## src/rtl/core/wlm_fifo.sv

```systemverilog
module wlm_fifo #(
   parameter int WIDTH = 48,
   parameter int DEPTH = 4
) (
   input  logic             clock,
   input  logic             reset,
   input  logic             push,
   input  logic [WIDTH-1:0] push_data,
   output logic             full,
   output logic             pop_valid,
   input  logic             pop,
   output logic [WIDTH-1:0] pop_data
);

   localparam int AW = $clog2(DEPTH);
   localparam int NW = $clog2(DEPTH + 1);

   logic [WIDTH-1:0] mem_ff [DEPTH];
   logic [AW-1:0]    wr_ptr_ff, wr_ptr_in;
   logic [AW-1:0]    rd_ptr_ff, rd_ptr_in;
   logic [NW-1:0]    count_ff, count_in;
   logic             do_push, do_pop;

   assign full      = (count_ff == NW'(DEPTH));
   assign pop_valid = (count_ff != '0);
   assign do_push   = push && !full;
   assign do_pop    = pop && pop_valid;
   assign pop_data  = mem_ff[rd_ptr_ff];

   always_comb begin
      wr_ptr_in = wr_ptr_ff;
      rd_ptr_in = rd_ptr_ff;
      count_in  = count_ff;
      if (do_push) begin
         wr_ptr_in = (wr_ptr_ff == AW'(DEPTH - 1)) ? '0 : wr_ptr_ff + AW'(1);
      end
      if (do_pop) begin
         rd_ptr_in = (rd_ptr_ff == AW'(DEPTH - 1)) ? '0 : rd_ptr_ff + AW'(1);
      end
      if (do_push && !do_pop) begin
         count_in = count_ff + NW'(1);
      end else if (do_pop && !do_push) begin
         count_in = count_ff - NW'(1);
      end
   end

   always_ff @(posedge clock) begin
      if (reset) begin
         wr_ptr_ff <= '0;
         rd_ptr_ff <= '0;
         count_ff  <= '0;
      end else begin
         wr_ptr_ff <= wr_ptr_in;
         rd_ptr_ff <= rd_ptr_in;
         count_ff  <= count_in;
      end
   end

   always_ff @(posedge clock) begin
      if (do_push) begin
         mem_ff[wr_ptr_ff] <= push_data;
      end
   end

endmodule

```

## config.mk

```make
export PLATFORM = sky130hd
export DESIGN_NAME = wlm_fifo
export DESIGN_NICKNAME = d
export VERILOG_FILES = /design/src/rtl/core/wlm_fifo.sv
export SDC_FILE = /design/constraint.sdc
export NUM_CORES = 1
export LEC_CHECK = 0
export BUFFER_PORTS_ARGS = -buffer_cell sky130_fd_sc_hd__buf_2
export CAP_MARGIN = 5
export CORE_MARGIN = 2
export CORE_UTILIZATION = 25
export CTS_CLUSTER_SIZE = 12
export DETAILED_ROUTE_END_ITERATION = 12
export PLACE_DENSITY = 0.42
export SLEW_MARGIN = 10
export SYNTH_ARGS = -nofsm -noshare
export SYNTH_HDL_FRONTEND = slang
export SYNTH_SLANG_ARGS = --single-unit
```

## constraint.sdc

```tcl
create_clock -name clock -period 5 [get_ports clock]
set_input_delay 1 -clock clock [delete_from_list [all_inputs] [get_ports clock]]
set_output_delay 1 -clock clock [all_outputs]
set_load 0.01 [all_outputs]
```

==> metrics.txt <==
layout cells sized above 1=about 45%; Post-synth ARST share=0%; pin count of the biggest net entering global routing=between 40 and 50; clock period minus final worst setup slack=approximately 3.5 ns; peak per-stage delay on the critical path=0.95 ns; mean post-synth cell area=24.72 µm²; leakage dissipation=between 2 and 3 nW; starting density of the core=approximately a quarter; most frequent standard cell in the layout excluding fill and tap cells=sky130_fd_sc_hd__edfxtp_1; Setup-failing EPs final=0; detailed-route DRC error count=0; commonest cells after routing, fill and taps aside=192 x sky130_fd_sc_hd__edfxtp_1, 101 x sky130_fd_sc_hd__buf_2, 48 x sky130_fd_sc_hd__mux4_2; total congestion overflow=0; global-route usage over all layers=approximately a tenth; Worst Reg2Reg Path Length in Cells=3; number of max-cap violations=0; setup repair after global routing missed its margin=false; worst slack at placement=between 1.5 and 2 ns; Crit Reg-Reg Endpoint=mem_ff[1][22]; family with the most delay on the worst path=flip-flops; post-CTS setup repair buffer count=0; Cells after Synth=300; fraction of the cycle the final worst path needs=between 60% and 70%; Cell Rows=63; sinks on the clock net=between 200 and 250; DP Area=8373 µm²; number of synthesized flops with an enable pin=around 190; category of the worst setup path capture point=primary output; cts-stage hold buffer count=0; total power=around 4.5 mW; reg2reg setup slack=about 2.5 ns; Seq cells post-synth=201; Initial DRT Pass Iterations=4; area of the core=29400 µm²; count of distinct cell types in the synthesized netlist=26; Achievable Freq=0.2876 GHz; number of synthesis warnings=0; Worst Path Required=about 4 ns; P&R area growth vs syn=21.80%; clock latency of the later-clocked register in the worst-skew pair=approximately 0.50 ns; worst path bufs/invs=2; number of buffers created by CTS=22; sequence of cells on the critical path=buf_4 > mux4_2 > buf_2; height of the die=~180 µm; DR WL/cell=around 18 µm; areal power density over the cells=roughly 500 nW/µm²; critical path launch point type=flip-flop; die area=approximately 31000 µm²; max-slew violation count=0; crit-path max FO=41; number of port buffers=a little over 100; placer's final routability congestion estimate=0.6426; number of inserted filler cells in the final layout=roughly 2900; worst voltage drop across the vdd grid=roughly 0.00028 V; HPWL after detailed placement=8.659 mm; horizontal extent of the die=176.2 µm; total length of routed wires=~15 mm; Final TNS setup=0 ns; slew at the pin closest to its max-slew limit=~1.1 ns; arrival time worst endpoint=around 2.5 ns; Finished Cell Area=around 9000 µm²; Final WS setup=about 1.5 ns; root cell of the clock tree=sky130_fd_sc_hd__clkbuf_16; crit path kind=flip-flop to primary output; Clock transition at path regs=0.06 ns; final worst clock skew=0.009687 ns; initial antenna violation count=2; Post-Route Utilization=30.72%; outcome=finished clean; normalized max-slew margin=approximately a quarter; Mapped Nets=359; global-route wire length before repair=22.09 mm; startpoint of the lowest-slack hold path=rd_ptr_ff[0]; total number of H-tree levels=1; worst flop-to-flop path startpoint=count_ff[0]; TritonCTS clock tree=yes; Via density=4.096; dominant register cell in the synthesized netlist=sky130_fd_sc_hd__edfxtp_1; summed instance area of the synthesized netlist=7416 µm²; DRC violation total after the first TritonRoute iteration=~240; Cells on Worst Hold Path=2; post_cts resized=0; number of primary I/O pins=between 100 and 150; vias in the first global route=between 3000 and 4000; share of the yosys chip area belonging to registers=roughly four fifths; antenna-violating nets left=0; final number of hold-violating endpoints=0; master of the slowest instance on the critical path=sky130_fd_sc_hd__dfxtp_4; via count=3371; Hold WC Path Type=flip-flop to flip-flop; clk buf depth=3; Post-layout nets=478
## synthesized netlist by cell type (2+ instances only)
cell	n	area, µm²
sky130_fd_sc_hd__edfxtp_1	192	5766
sky130_fd_sc_hd__dfxtp_1	9	180.2
sky130_fd_sc_hd__ha_1	6	75.07
sky130_fd_sc_hd__mux4_2	48	1081
sky130_fd_sc_hd__a21oi_1	3	15.01
sky130_fd_sc_hd__or3_2	2	15.01
sky130_fd_sc_hd__nand3_1	2	10.01
sky130_fd_sc_hd__mux2i_1	2	20.02
sky130_fd_sc_hd__buf_4	2	15.01
sky130_fd_sc_hd__xor2_1	2	17.52
sky130_fd_sc_hd__buf_6	4	45.04
sky130_fd_sc_hd__inv_1	4	15.01
sky130_fd_sc_hd__o31ai_2	2	25.02
sky130_fd_sc_hd__clkbuf_1	3	11.26
sky130_fd_sc_hd__and3_2	4	30.03
sky130_fd_sc_hd__nor2_1	3	11.26
sky130_fd_sc_hd__buf_2	3	15.01
## where the power goes
group          total [mW]  switching, mW  internal, mW
clock                1.48          0.603         0.881
sequential           2.18          0.139          2.04
combinational       0.815          0.393         0.422
## kinds of logic (layout without fill, tap and decap cells)
group	after synthesis	in the layout	synth area share (%)
compound gates	7	7	0.6746
simple gates	16	16	1.299
fa+ha+maj	7	7	1.282
other cells	0	1	0
buf+inv	17	149	1.485
flops	201	201	80.18
mux	50	50	14.85
xor+xnor	2	2	0.2363
## sequential cells by signal (all words and copies together) (netlist names), named ones only
register and cells:
count_ff 3, rd_ptr_ff 2, wr_ptr_ff 2, mem_ff 192
## routing by layer
layer	share of wire (%)	track usage [%]	up-vias
met2	47	15.33	81
met3	7.1	3.252	29
met1	43	12.14	1747
met4	1.9	2.652	4
li1	-	-	1510
met5	0.18	0	-
## how the worst max path moves through the flow
stage | cells after the start | slack [ns] | from | to
floorplan | 8 | 2.48 | push | count_ff[2]
finish | 3 | 1.52 | flip-flop | pop_data[25]
global placement | 3 | 1.93 | flip-flop | pop_data[40]
detailed placement | 3 | 1.92 | flip-flop | pop_data[38]
CTS | 3 | 1.38 | flip-flop | pop_data[38]
global route | 3 | 1.29 | flip-flop | pop_data[25]
## cell type report
class | instances | area, µm² | share of cell area, %
clock inverters | 9 | 62.56 | 0.6926
repair buffers | 107 | 550.5 | 6.095
well taps | 390 | 488.0 | 5.402
multi-input cells | 82 | 1360 | 15.06
diodes | 1 | 2.502 | 0.02770
clock buffers | 28 | 594.3 | 6.580
flip-flops and latches | 201 | 5951 | 65.88
inverters | 5 | 23.77 | 0.2632
## stage by stage
| step | hold slack (ns) | std cells |
|---|---|---|
| after global placement | 0.4604 | 785 |
| after floorplan | 0.4634 | 300 |
| final | 0.4999 | 823 |
| after CTS | 0.5008 | 822 |
| after detailed placement | 0.4890 | 785 |
| after global routing | 0.5464 | 822 |
## worst min-delay path, stage by stage, from the launching register on
cell and delay [ns]:
sky130_fd_sc_hd__dfxtp_1 0.32, sky130_fd_sc_hd__nand2_1 0.06, sky130_fd_sc_hd__a21oi_1 0.07
(Power assumes the default switching activity.)
