==> config.mk <==
export PLATFORM = sky130hd
export DESIGN_NAME = wlm_front
export DESIGN_NICKNAME = d
export VERILOG_FILES = /design/src/rtl/core/wlm_pkg.sv /design/src/rtl/core/wlm_front.sv
export SDC_FILE = /design/constraint.sdc
export NUM_CORES = 1
export LEC_CHECK = 0
export ABC_CLOCK_PERIOD_IN_PS = 9100
export BUFFER_PORTS_ARGS = -buffer_cell sky130_fd_sc_hd__buf_2
export CAP_MARGIN = 10
export CORE_MARGIN = 8
export CORE_UTILIZATION = 45
export CTS_CLUSTER_DIAMETER = 120
export CTS_CLUSTER_SIZE = 14
export DETAILED_ROUTE_END_ITERATION = 10
export GPL_ROUTABILITY_DRIVEN = 0
export PLACE_DENSITY = 0.67
export SLEW_MARGIN = 10
export SYNTH_ARGS = -nofsm -noshare
export SYNTH_HDL_FRONTEND = slang
export SYNTH_SLANG_ARGS = --single-unit
export TNS_END_PERCENT = 1
==> constraint.sdc <==
create_clock -name clock -period 9.1 [get_ports clock]
set_clock_uncertainty 0.05 [all_clocks]
set_input_delay 0.455 -clock clock [delete_from_list [all_inputs] [get_ports clock]]
set_output_delay 0.455 -clock clock [all_outputs]
set_load 0.01 [all_outputs]
==> src/rtl/core/wlm_pkg.sv <==
package wlm_pkg;

   // fixed field widths
   localparam int COORD_BITS     = 10;
   localparam int CFG_BITS       = 11;
   localparam int CSR_INDEX_BITS = 1;

   // frame size limits and reset values
   localparam int MIN_DIM        = 3;
   localparam int MAX_ROWS       = 1024;
   localparam logic [CFG_BITS-1:0] FRAME_COLS_RESET = 11'd5;
   localparam logic [CFG_BITS-1:0] FRAME_ROWS_RESET = 11'd6;

   // register indexes
   localparam logic [CSR_INDEX_BITS-1:0] CSR_FRAME_COLS = 1'b0;
   localparam logic [CSR_INDEX_BITS-1:0] CSR_FRAME_ROWS = 1'b1;

   // per-pixel tag worked out by the front end
   typedef struct packed {
      logic                  center_ok;
      logic [COORD_BITS-1:0] peak_row;
      logic [COORD_BITS-1:0] peak_col;
   } wlm_tag_type;

endpackage

==> src/rtl/core/wlm_front.sv <==
module wlm_front #(
   parameter int MAX_COLS   = 1024,
   parameter int PIXEL_BITS = 16
) (
   input  logic                                 clock,
   input  logic                                 reset,
   input  logic                                 csr_wen,
   input  logic [wlm_pkg::CSR_INDEX_BITS-1:0]   csr_index,
   input  logic [wlm_pkg::CFG_BITS-1:0]         csr_wdata,
   input  logic                                 req_valid,
   output logic                                 req_ready,
   input  logic [PIXEL_BITS-1:0]                req_pixel,
   input  logic                                 req_sof,
   input  logic                                 queue_full,
   output logic                                 push,
   output logic [PIXEL_BITS-1:0]                push_pixel,
   output logic [$clog2(MAX_COLS)-1:0]          push_col,
   output wlm_pkg::wlm_tag_type                 push_tag
);

   localparam int CW  = $clog2(MAX_COLS);
   localparam int CLW = $clog2(MAX_COLS + 1);
   localparam int DW  = (CLW > wlm_pkg::CFG_BITS) ? CLW : wlm_pkg::CFG_BITS;
   localparam int RW  = wlm_pkg::CFG_BITS;

   logic [wlm_pkg::CFG_BITS-1:0] cfg_cols_ff, cfg_cols_in;
   logic [wlm_pkg::CFG_BITS-1:0] cfg_rows_ff, cfg_rows_in;
   logic [CW-1:0]                col_ff, col_in;
   logic [wlm_pkg::COORD_BITS-1:0] row_ff, row_in;

   logic [DW-1:0] cols, cfg_cols_ext, c_start, c_cur, c_next, c_m1;
   logic [RW-1:0] rows, r_start, r_cur, r_next, r_m1;

   assign req_ready = !queue_full;
   assign push      = req_valid && !queue_full;

   always_comb begin
      cfg_cols_in = cfg_cols_ff;
      cfg_rows_in = cfg_rows_ff;
      if (csr_wen && csr_index == wlm_pkg::CSR_FRAME_COLS) begin
         cfg_cols_in = csr_wdata;
      end
      if (csr_wen && csr_index == wlm_pkg::CSR_FRAME_ROWS) begin
         cfg_rows_in = csr_wdata;
      end
   end

   // saturate frame size to the supported range
   always_comb begin
      cfg_cols_ext = DW'(cfg_cols_ff);
      if (cfg_cols_ext < DW'(wlm_pkg::MIN_DIM)) begin
         cols = DW'(wlm_pkg::MIN_DIM);
      end else if (cfg_cols_ext > DW'(MAX_COLS)) begin
         cols = DW'(MAX_COLS);
      end else begin
         cols = cfg_cols_ext;
      end
      if (cfg_rows_ff < RW'(wlm_pkg::MIN_DIM)) begin
         rows = RW'(wlm_pkg::MIN_DIM);
      end else if (cfg_rows_ff > RW'(wlm_pkg::MAX_ROWS)) begin
         rows = RW'(wlm_pkg::MAX_ROWS);
      end else begin
         rows = cfg_rows_ff;
      end
   end

   // position of this pixel, then position of the next one
   always_comb begin
      c_start = req_sof ? '0 : DW'(col_ff);
      r_start = req_sof ? '0 : RW'(row_ff);
      c_cur   = c_start;
      r_cur   = r_start;
      if (c_start >= cols) begin
         c_cur = '0;
         r_cur = r_start + RW'(1);
      end
      if (r_cur >= rows) begin
         r_cur = '0;
      end
      c_next = c_cur + DW'(1);
      r_next = r_cur;
      if (c_next >= cols) begin
         c_next = '0;
         r_next = r_cur + RW'(1);
         if (r_next >= rows) begin
            r_next = '0;
         end
      end
      col_in = col_ff;
      row_in = row_ff;
      if (push) begin
         col_in = c_next[CW-1:0];
         row_in = r_next[wlm_pkg::COORD_BITS-1:0];
      end
      c_m1 = c_cur - DW'(1);
      r_m1 = r_cur - RW'(1);
   end

   assign push_pixel         = req_pixel;
   assign push_col           = c_cur[CW-1:0];
   assign push_tag.center_ok = (r_cur >= RW'(2)) && (c_cur >= DW'(2));
   assign push_tag.peak_row  = r_m1[wlm_pkg::COORD_BITS-1:0];
   assign push_tag.peak_col  = c_m1[wlm_pkg::COORD_BITS-1:0];

   always_ff @(posedge clock) begin
      if (reset) begin
         cfg_cols_ff <= wlm_pkg::FRAME_COLS_RESET;
         cfg_rows_ff <= wlm_pkg::FRAME_ROWS_RESET;
         col_ff      <= '0;
         row_ff      <= '0;
      end else begin
         cfg_cols_ff <= cfg_cols_in;
         cfg_rows_ff <= cfg_rows_in;
         col_ff      <= col_in;
         row_ff      <= row_in;
      end
   end

endmodule

==> qor.txt, run 1 <==
CP max FO = 23
Clk sinks = 42
1st-iter DRT viols = 336
# IOs = 83
# port buffers = 50
Synth warnings = 0
Grt ovf = 0
CP peak stage delay = 500 ps
Final WL = 13600 um
Peak supply drop = 71.6 uV
Post-Syn Nets = 701
Synth top cells by count = nand2_1, a21oi_1, ha_1, nor2_1, dfxtp_1
Layout cells sized above 1 = 14.6%
Via density = 5.94
Row count = 37
Final period util = 86.7%
CTS tree = built
Register area share after synthesis = 18.3%
Synth Cell Area = 4600 sq um
Layout Nets = 720
Die Width = 117 um
Remaining DRCs = 0
Leakage = 2.04 nW
Reg clk slew, reported paths = 90 ps
Setup Fix Bufs, Post-CTS = 0
Top-count cell post-synth = nand2_1
Gate Count Post-Synth = 617
Slowest CP cell = or4b_1
Data arrival, critical path = 8080 ps
Avg WL per Cell = 17.6 um
Maxcap violations = 0
Pwr Total = 0.560 mW
Clock root buffer = clkbuf_8
Final hold slack = 331 ps
Antenna cells = 0
Tightest Hold Check Type = input port to flop
Crit path required time = 9290 ps
DRT Pass-1 Iters = 5
Post-DRT Antenna Nets = 0
Clock Tree Buf Depth = 2
Synth area leaders = dfxtp_1, ha_1, nand2_1, a21oi_1, xnor2_1
EDFF count, synth = 0
Syn avg cell area = 7.45 sq um
Die Ht = 117 um
Cell mode on critical path = ha_1
Vias = 4593
Synth Flop Type = dfxtp_1
Fmax = 0.127 GHz
RSZ-0062 raised after global routing = no
Post-Route Setup TNS = 0 ps
Ys async rst share = 0%
Startpoint type of the worst setup path = input port
Dpl hpwl = 10700 um
Max Transition Viols Final = 0
Htree depth = 2
Pwr Density = 115 nW/um^2
Worst-Margin Slew = 1030 ps
Initial Utilization = 45.4%
Cell taking the most area after synthesis = dfxtp_1
FILL cells = 1035
Synth top area share = 18.3%
Flops & latches, synth = 42
Largest net degree at the start of global routing = 43
Initial antenna violation count = 0
DIE AREA = 13700 sq um
First-pass GRT wire length = 21900 um
Outcome = finished, final reports clean
Clock Latency Late Sink = 320 ps
Vias in the first global route = 4466
CP Capture Type = flop
Hold Vio Cnt, Final = 0
Crit Path Category = input port to flop
Synth unique cells = 81
CTS resizes = 0
Total GRT Usage = 20.1%
# hold bufs at CTS = 0
Placeable Area = 10100 sq um
Setup violators final = 0
Tmin final = 7890 ps
Worst R2R Setup Slack = 1570 ps
TritonCTS Buffers = 5
Area delta synth->final = 5.60%
Relative slew margins = 31.2%
==> critical path: cells and delay by family <==
kind / cells / cell delay [ps]
fa+ha+maj: 4 / 1170
simple gates: 9 / 2420
xor+xnor: 2 / 560
compound gates: 10 / 2390
buf+inv: 5 / 1070
==> power by group <==
group | switching, mW | internal (mW) | total, mW
combinational | 0.131 | 0.0735 | 0.204
clock | 0.0747 | 0.0820 | 0.157
sequential | 0.00780 | 0.192 | 0.200
total | 0.213 | 0.347 | 0.560
==> sequential cells by signal, indices dropped and copies added (netlist names) <==
signal,cells
cfg_cols_ext,11
row_ff,10
col_ff,10
cfg_rows_ff,11
==> cell usage in the layout, fill, tap and decap left out, drive strengths merged, types with 10 or more instances in the layout <==
| cell | netlist | layout |
|---|---|---|
| a211oi | 10 | 10 |
| a21o | 10 | 10 |
| a21oi | 58 | 58 |
| buf | 23 | 52 |
| dfxtp | 42 | 42 |
| ha | 50 | 50 |
| inv | 25 | 25 |
| nand2 | 119 | 119 |
| nand3 | 23 | 23 |
| nor2 | 47 | 47 |
| nor2b | 12 | 12 |
| nor3 | 11 | 11 |
| nor4 | 16 | 16 |
| o21ai | 17 | 17 |
| xnor2 | 22 | 22 |
==> per-layer routing <==
layer / wire [um] / vias to the layer above / GRT usage [%]
met5: 0 / - / 0
met4: 284 / 0 / 5.89
met3: 1170 / 29 / 3.85
met2: 6070 / 208 / 32.4
met1: 6080 / 2127 / 26.5
li1: - / 2229 / -
==> stage by stage <==
stage | area, sq um | util (%) | worst slack [ps] | instances
after global placement | 4750 | 46.8 | 1260 | 765
after floorplan | 4600 | - | 2410 | 617
after detailed placement | 4750 | 46.8 | 1030 | 765
after global routing | 4860 | 47.9 | 487 | 773
final | 4860 | 47.9 | 1210 | 773
after CTS | 4860 | 47.9 | 1330 | 773
==> area by class of cell <==
cell class / instances / area [sq um] / share of cell area (%)
multi-input cells: 506 / 3350 / 69.0
flip-flops and latches: 42 / 841 / 17.3
repair buffers: 52 / 265 / 5.46
well taps: 136 / 170 / 3.50
inverters: 29 / 121 / 2.50
clock buffers: 6 / 72.6 / 1.49
clock inverters: 2 / 37.5 / 0.773
==> kinds of logic after synthesis <==
kind of cell               after synthesis  synth area share, %
adders and majority gates               50                 13.6
and+or+nand+nor                        277                 30.0
muxes                                    8                 1.77
AOI/OAI and AO/OA                      143                 21.9
buffers and inverters                   69                 8.90
xor gates and xnor gates                28                 5.50
DFF                                     42                 18.3
==> final timing paths <==
path                                        from         endpoint  cells past startpoint
worst max register to register  cfg_cols_ext[10]        row_ff[7]                     28
worst min register to register    cfg_rows_ff[0]   cfg_rows_ff[0]                      2
worst max-delay path                     req_sof        row_ff[7]                     30
worst min-delay path                csr_wdata[2]  cfg_cols_ext[2]                      3
Power figures use the tool's default switching activity.
==> run 2, diff against run 1 <==
- ABC_AREA: unset -> 1
- CTS_BUF_LIST: unset -> sky130_fd_sc_hd__clkbuf_8
==> run 2 against run 1 <==
Net effect: largest cell class unchanged; routed wire length shrank 1.9%; highest routed layer unchanged; critical path depth grew 10; global-route usage grew 0.10 points; sequential share of layout area is essentially flat.
==> qor.txt, run 2 <==
Outcome = finished, final reports clean
Avg WL per Cell = 14.9 um
Fmax = 0.151 GHz
Startpoint type of the worst setup path = flop
Post-DRT Antenna Nets = 0
Syn avg cell area = 6.19 sq um
Setup slack at placement = 2590 ps
Gate Count Post-Synth = 732
Relative slew margins = 21.6%
Vias = 4788
Antenna cells = 0
CTS resizes = 0
Synth top cells by count = nand2_1, nor2_1, inv_1, ha_1, dfxtp_1
Die Width = 116 um
CP max FO = 16
Layout cells sized above 1 = 13.8%
Area delta synth->final = 7.34%
Grt ovf = 0
Clock Latency Late Sink = 300 ps
Leakage = 2.58 nW
Data arrival, critical path = 6800 ps
Clock root buffer = clkbuf_8
Crit Path Category = flop to flop
Initial Utilization = 46.4%
Row count = 36
Setup violators final = 0
Layout Nets = 846
Simple-gate share of the synthesized area = 39.8%
Ys async rst share = 0%
Flops & latches, synth = 42
Peak supply drop = 67.3 uV
Multiplexer area fraction after synthesis = 0%
Die Ht = 116 um
CTS tree = built
Synth Flop Type = dfxtp_1
Post-Route Setup TNS = 0 ps
Tmin final = 6630 ps
EDFF count, synth = 0
Remaining DRCs = 0
Crit path required time = 9270 ps
Clock Tree Buf Depth = 2
Hold Vio Cnt, Final = 0
Slowest CP cell = ha_1
RSZ-0062 raised after global routing = no
Most common cell after layout, fill and taps aside = nand2_1
TritonCTS Buffers = 5
1st-iter DRT viols = 300
Max Transition Viols Final = 0
Via density = 5.35
Placeable Area = 9770 sq um
Final Util = 49.8%
Htree depth = 2
Vias in the first global route = 4667
Cell taking the most area after synthesis = dfxtp_1
Initial antenna violation count = 0
Synth top area share = 18.6%
CP peak stage delay = 330 ps
Reg clk slew, reported paths = 90 ps
Clk sinks = 42
Maxcap violations = 0
Adder-cell share of the synthesized area = 13.8%
Complex-gate fraction of the synthesized area = 10.9%
Synth area leaders = dfxtp_1, nand2_1, ha_1, nor2_1, inv_1
# hold bufs at CTS = 0
Setup Fix Bufs, Post-CTS = 0
Synth unique cells = 41
Dpl hpwl = 11000 um
Synth warnings = 0
Register area share after synthesis = 18.6%
Final worst setup slack = 2470 ps
DIE AREA = 13500 sq um
Final WL = 13400 um
Top-count cell post-synth = nand2_1
Largest family of logic cells by synthesized area = simple AND/OR/NAND/NOR gates
Final period util = 72.8%
First-pass GRT wire length = 21900 um
Pwr Density = 122 nW/um^2
XOR/XNOR share of the synthesized area = 4.64%
# port buffers = 50
Synth Cell Area = 4530 sq um
DRT Pass-1 Iters = 5
Most frequent cells in the layout = nand2_1, nor2_1, inv_1
Total GRT Usage = 20.2%
Largest net degree at the start of global routing = 28
# IOs = 83
Tightest Hold Check Type = input port to flop
Worst-Margin Slew = 1170 ps
Post-Syn Nets = 816
CP Capture Type = flop
Cell mode on critical path = nor2_1
run 2: routing by layer:
| layer | track usage [%] | share of wire [%] | vias up |
|---|---|---|---|
| met5 | 0 | 0 | - |
| met3 | 3.15 | 5.7 | 25 |
| met4 | 7.35 | 2.3 | 0 |
| met1 | 23.1 | 42 | 2184 |
| met2 | 36.9 | 50 | 168 |
| li1 | - | - | 2411 |
run 2: cells by family after synthesis:
family,after synthesis
AO/OA/AOI/OAI,89
XOR/XNOR,24
adder cells (fa/ha/maj),50
buffers and inverters,130
flip-flops,42
AND/OR/NAND/NOR,397
run 2: cell type report:
cell class                      count  area, sq um
Clock inverter                      2         10.0
Sequential cell                    42          841
Fill cell                        1016         4910
Inverter                          101          382
Clock buffer                        5         68.8
Multi-Input combinational cell    560         3130
Timing Repair Buffer               52          265
Tap cell                          133          166
run 2: per-stage QoR:
stage / power (mW) / cells / instance area, sq um / hold slack (ps)
6_report: 0.595 / 895 / 4860 / 344
5_1_grt: 0.640 / 895 / 4860 / 345
4_1_cts: 0.598 / 895 / 4860 / 325
3_5_place_dp: 0.477 / 888 / 4790 / 410
3_3_place_gp: 0.469 / 888 / 4790 / 404
2_1_floorplan: 0.403 / 732 / 4530 / 395
run 2: critical path, delay by kind of cell, from the launching register on:
family                     cells  cell delay (ps)
DFF                            1              320
buffers and inverters          6              790
AOI/OAI and AO/OA              7             1080
adders and majority gates      4             1140
and+or+nand+nor               23             3160
run 2: worst paths after layout:
kind	start	end	slack (ps)	depth (start not counted)
worst min-delay path	csr_wdata[2]	cfg_rows_ff[2]	340	3
worst max-delay path	cfg_cols_ext[5]	row_ff[1]	2470	40
worst min register to register	col_ff[9]	col_ff[9]	420	2
worst max register to register	cfg_cols_ext[5]	row_ff[1]	2470	40
run 2: report_power, final:
part | internal, mW | total (mW) | switching, mW
registers | 0.193 | 0.201 | 0.00785
clock network | 0.0517 | 0.120 | 0.0684
logic | 0.0955 | 0.274 | 0.178
==> run 3, diff against run 2 <==
- ABC_AREA: 1 -> 0
- ABC_CLOCK_PERIOD_IN_PS: 9100 -> 5300
- PLACE_DENSITY: 0.67 -> 0.69
- clock period: 9.1 -> 5.3 ns (I/O delays scaled with it)
==> run 3 against run 2 <==
Net effect: the flow now finishes with violations (negative setup slack); core utilization rose by 14 points; cell area rose by 33%; critical path depth fell by 13; non-clock buffer count rose by 138; global-route usage rose by 3.8 points; worst hold slack got worse by 200 ps; power rose by 89%; sequential share of layout area fell by 4.1 points; first-iteration DRC count rose by 30%; sequential power rose by 69%; largest power group unchanged.
==> qor.txt, run 3 (synthesized netlist as in run 1, its figures left out) <==
# IOs = 83
Failing checks = negative setup slack
Pwr Density = 174 nW/um^2
Layout cells sized above 1 = 39.3%
Clock root buffer = clkbuf_8
Peak supply drop = 120 uV
Post-DRT Antenna Nets = 0
Final Util = 63.6%
RSZ-0062 raised after global routing = yes
Initial antenna violation count = 0
Clock Tree Buf Depth = 2
Largest net degree at the start of global routing = 43
Final hold slack = 144 ps
Leakage = 2.84 nW
Placeable Area = 10100 sq um
FILL cells = 852
Via density = 5.75
1st-iter DRT viols = 389
Clk sinks = 42
Maxcap violations = 0
Data arrival, critical path = 6150 ps
TritonCTS Buffers = 5
Vias in the first global route = 5298
DIE AREA = 13700 sq um
Total GRT Usage = 24.0%
Row count = 37
First-pass GRT wire length = 25900 um
Area delta synth->final = 40.2%
Max Transition Viols Final = 0
Tightest Hold Check Type = input port to flop
CTS tree = built
GR peak layer = met2
Avg WL per Cell = 17.7 um
Setup violators final = 10
Most frequent cells in the layout = buf_4, nand2_1, a21oi_1, buf_2, nor2_1
Grt ovf = 0
Final WL = 16100 um
Grt met1 use = 28.9%
Htree depth = 2
Fmax = 0.167 GHz
Met3 GRT Util = 4.05%
Dpl hpwl = 12500 um
Crit Path Category = flop to flop
Worst-Margin Slew = 948 ps
Layout Nets = 859
Hold Vio Cnt, Final = 0
Die Ht = 117 um
Initial Utilization = 45.4%
CP Capture Type = flop
Pwr Total = 1.12 mW
Crit path required time = 5470 ps
Tmin final = 5980 ps
Final period util = 113%
M2 GR Usage = 41.4%
# port buffers = 50
Outcome = complete, but fails checks
CP max FO = 6
Clock Latency Late Sink = 300 ps
Antenna cells = 0
Reg clk slew, reported paths = 90 ps
Post-Route Setup TNS = -5310 ps
Most common cell after layout, fill and taps aside = buf_4
Vias = 5242
Die Width = 117 um
Relative slew margins = 36.4%
DRT Pass-1 Iters = 5
Final worst setup slack = -677 ps
Startpoint type of the worst setup path = flop
Remaining DRCs = 0
==> run 3: cell count changes in the layout (fill, tap and decap cells not counted), moves of 11 or more <==
cell     delta
o21ai_0    -27
inv_1      -72
nor2_1     -63
nand3_1    -18
a21oi_1    +11
xor2_1     -14
nand2_1    -65
xnor2_1    +14
nand4_1    -16
buf_4     +132
==> run 3: worst paths after layout <==
check | start | endpoint | slack [ps] | depth (start not counted)
worst max-delay path | cfg_cols_ext[9] | row_ff[7] | -680 | 27
worst min-delay path | csr_wdata[2] | cfg_rows_ff[2] | 140 | 3
worst max register to register | cfg_cols_ext[9] | row_ff[7] | -680 | 27
worst min register to register | cfg_cols_ext[1] | cfg_cols_ext[1] | 420 | 2
==> run 3: final cells by class <==
type | count | area [sq um] | area share [%]
inverters | 29 | 130 | 2.02
well taps | 136 | 170 | 2.64
flip-flops and latches | 42 | 848 | 13.2
clock buffers | 5 | 68.8 | 1.07
repair buffers | 190 | 1330 | 20.7
multi-input cells | 507 | 3850 | 59.8
clock inverters | 3 | 43.8 | 0.679
==> run 3: per-stage QoR <==
| stage | std cells | setup WS (ps) | area [sq um] |
|---|---|---|---|
| 6_report | 912 | -677 | 6450 |
| 5_1_grt | 912 | -886 | 6450 |
| 4_1_cts | 910 | -570 | 6360 |
| 3_5_place_dp | 891 | -1080 | 5900 |
| 3_3_place_gp | 891 | -805 | 5900 |
| 2_1_floorplan | 617 | -739 | 4810 |
==> run 3: what timing repair did <==
| item | CTS | global route |
|---|---|---|
| setup buffers | 10 | 2 |
| endpoints found under the setup margin | 11 | 22 |
| cloned | 1 | 0 |
| resized for setup | 56 | 18 |
| pin swaps | 52 | 20 |
| hold buffers | 0 | 0 |
==> run 3: critical path, cell delays in order, from the launching register on <==
cell and delay [ps]:
dfxtp_2 340, nor4_4 310, a21o_1 170, nand2_2 70, ha_4 270, nand2_4 60, o21ai_4 270, a21boi_4 150
or3_4 410, a21oi_4 230, ha_4 240, a211oi_2 170, nand2_1 80, o21ai_2 150, nand2_2 110, buf_6 150
a211oi_4 230, nand4b_1 310, buf_4 250, xnor2_1 130, ha_1 290, o21a_1 110, o2111ai_2 210, o21ai_1 100
a31o_4 240, nor2_4 120, or4b_4 490, a311oi_2 190
==> run 3: metal layers <==
layer / up-vias / part of all wire (%)
li1: 2513 / -
met1: 2482 / 42
met2: 200 / 48
met3: 47 / 6.7
met4: 0 / 3.6
met5: - / 0
==> run 3: power breakdown <==
group / internal (mW) / switching (mW) / total [mW]
Combinational: 0.222 / 0.291 / 0.513
Clock: 0.142 / 0.131 / 0.272
Sequential: 0.329 / 0.00992 / 0.339
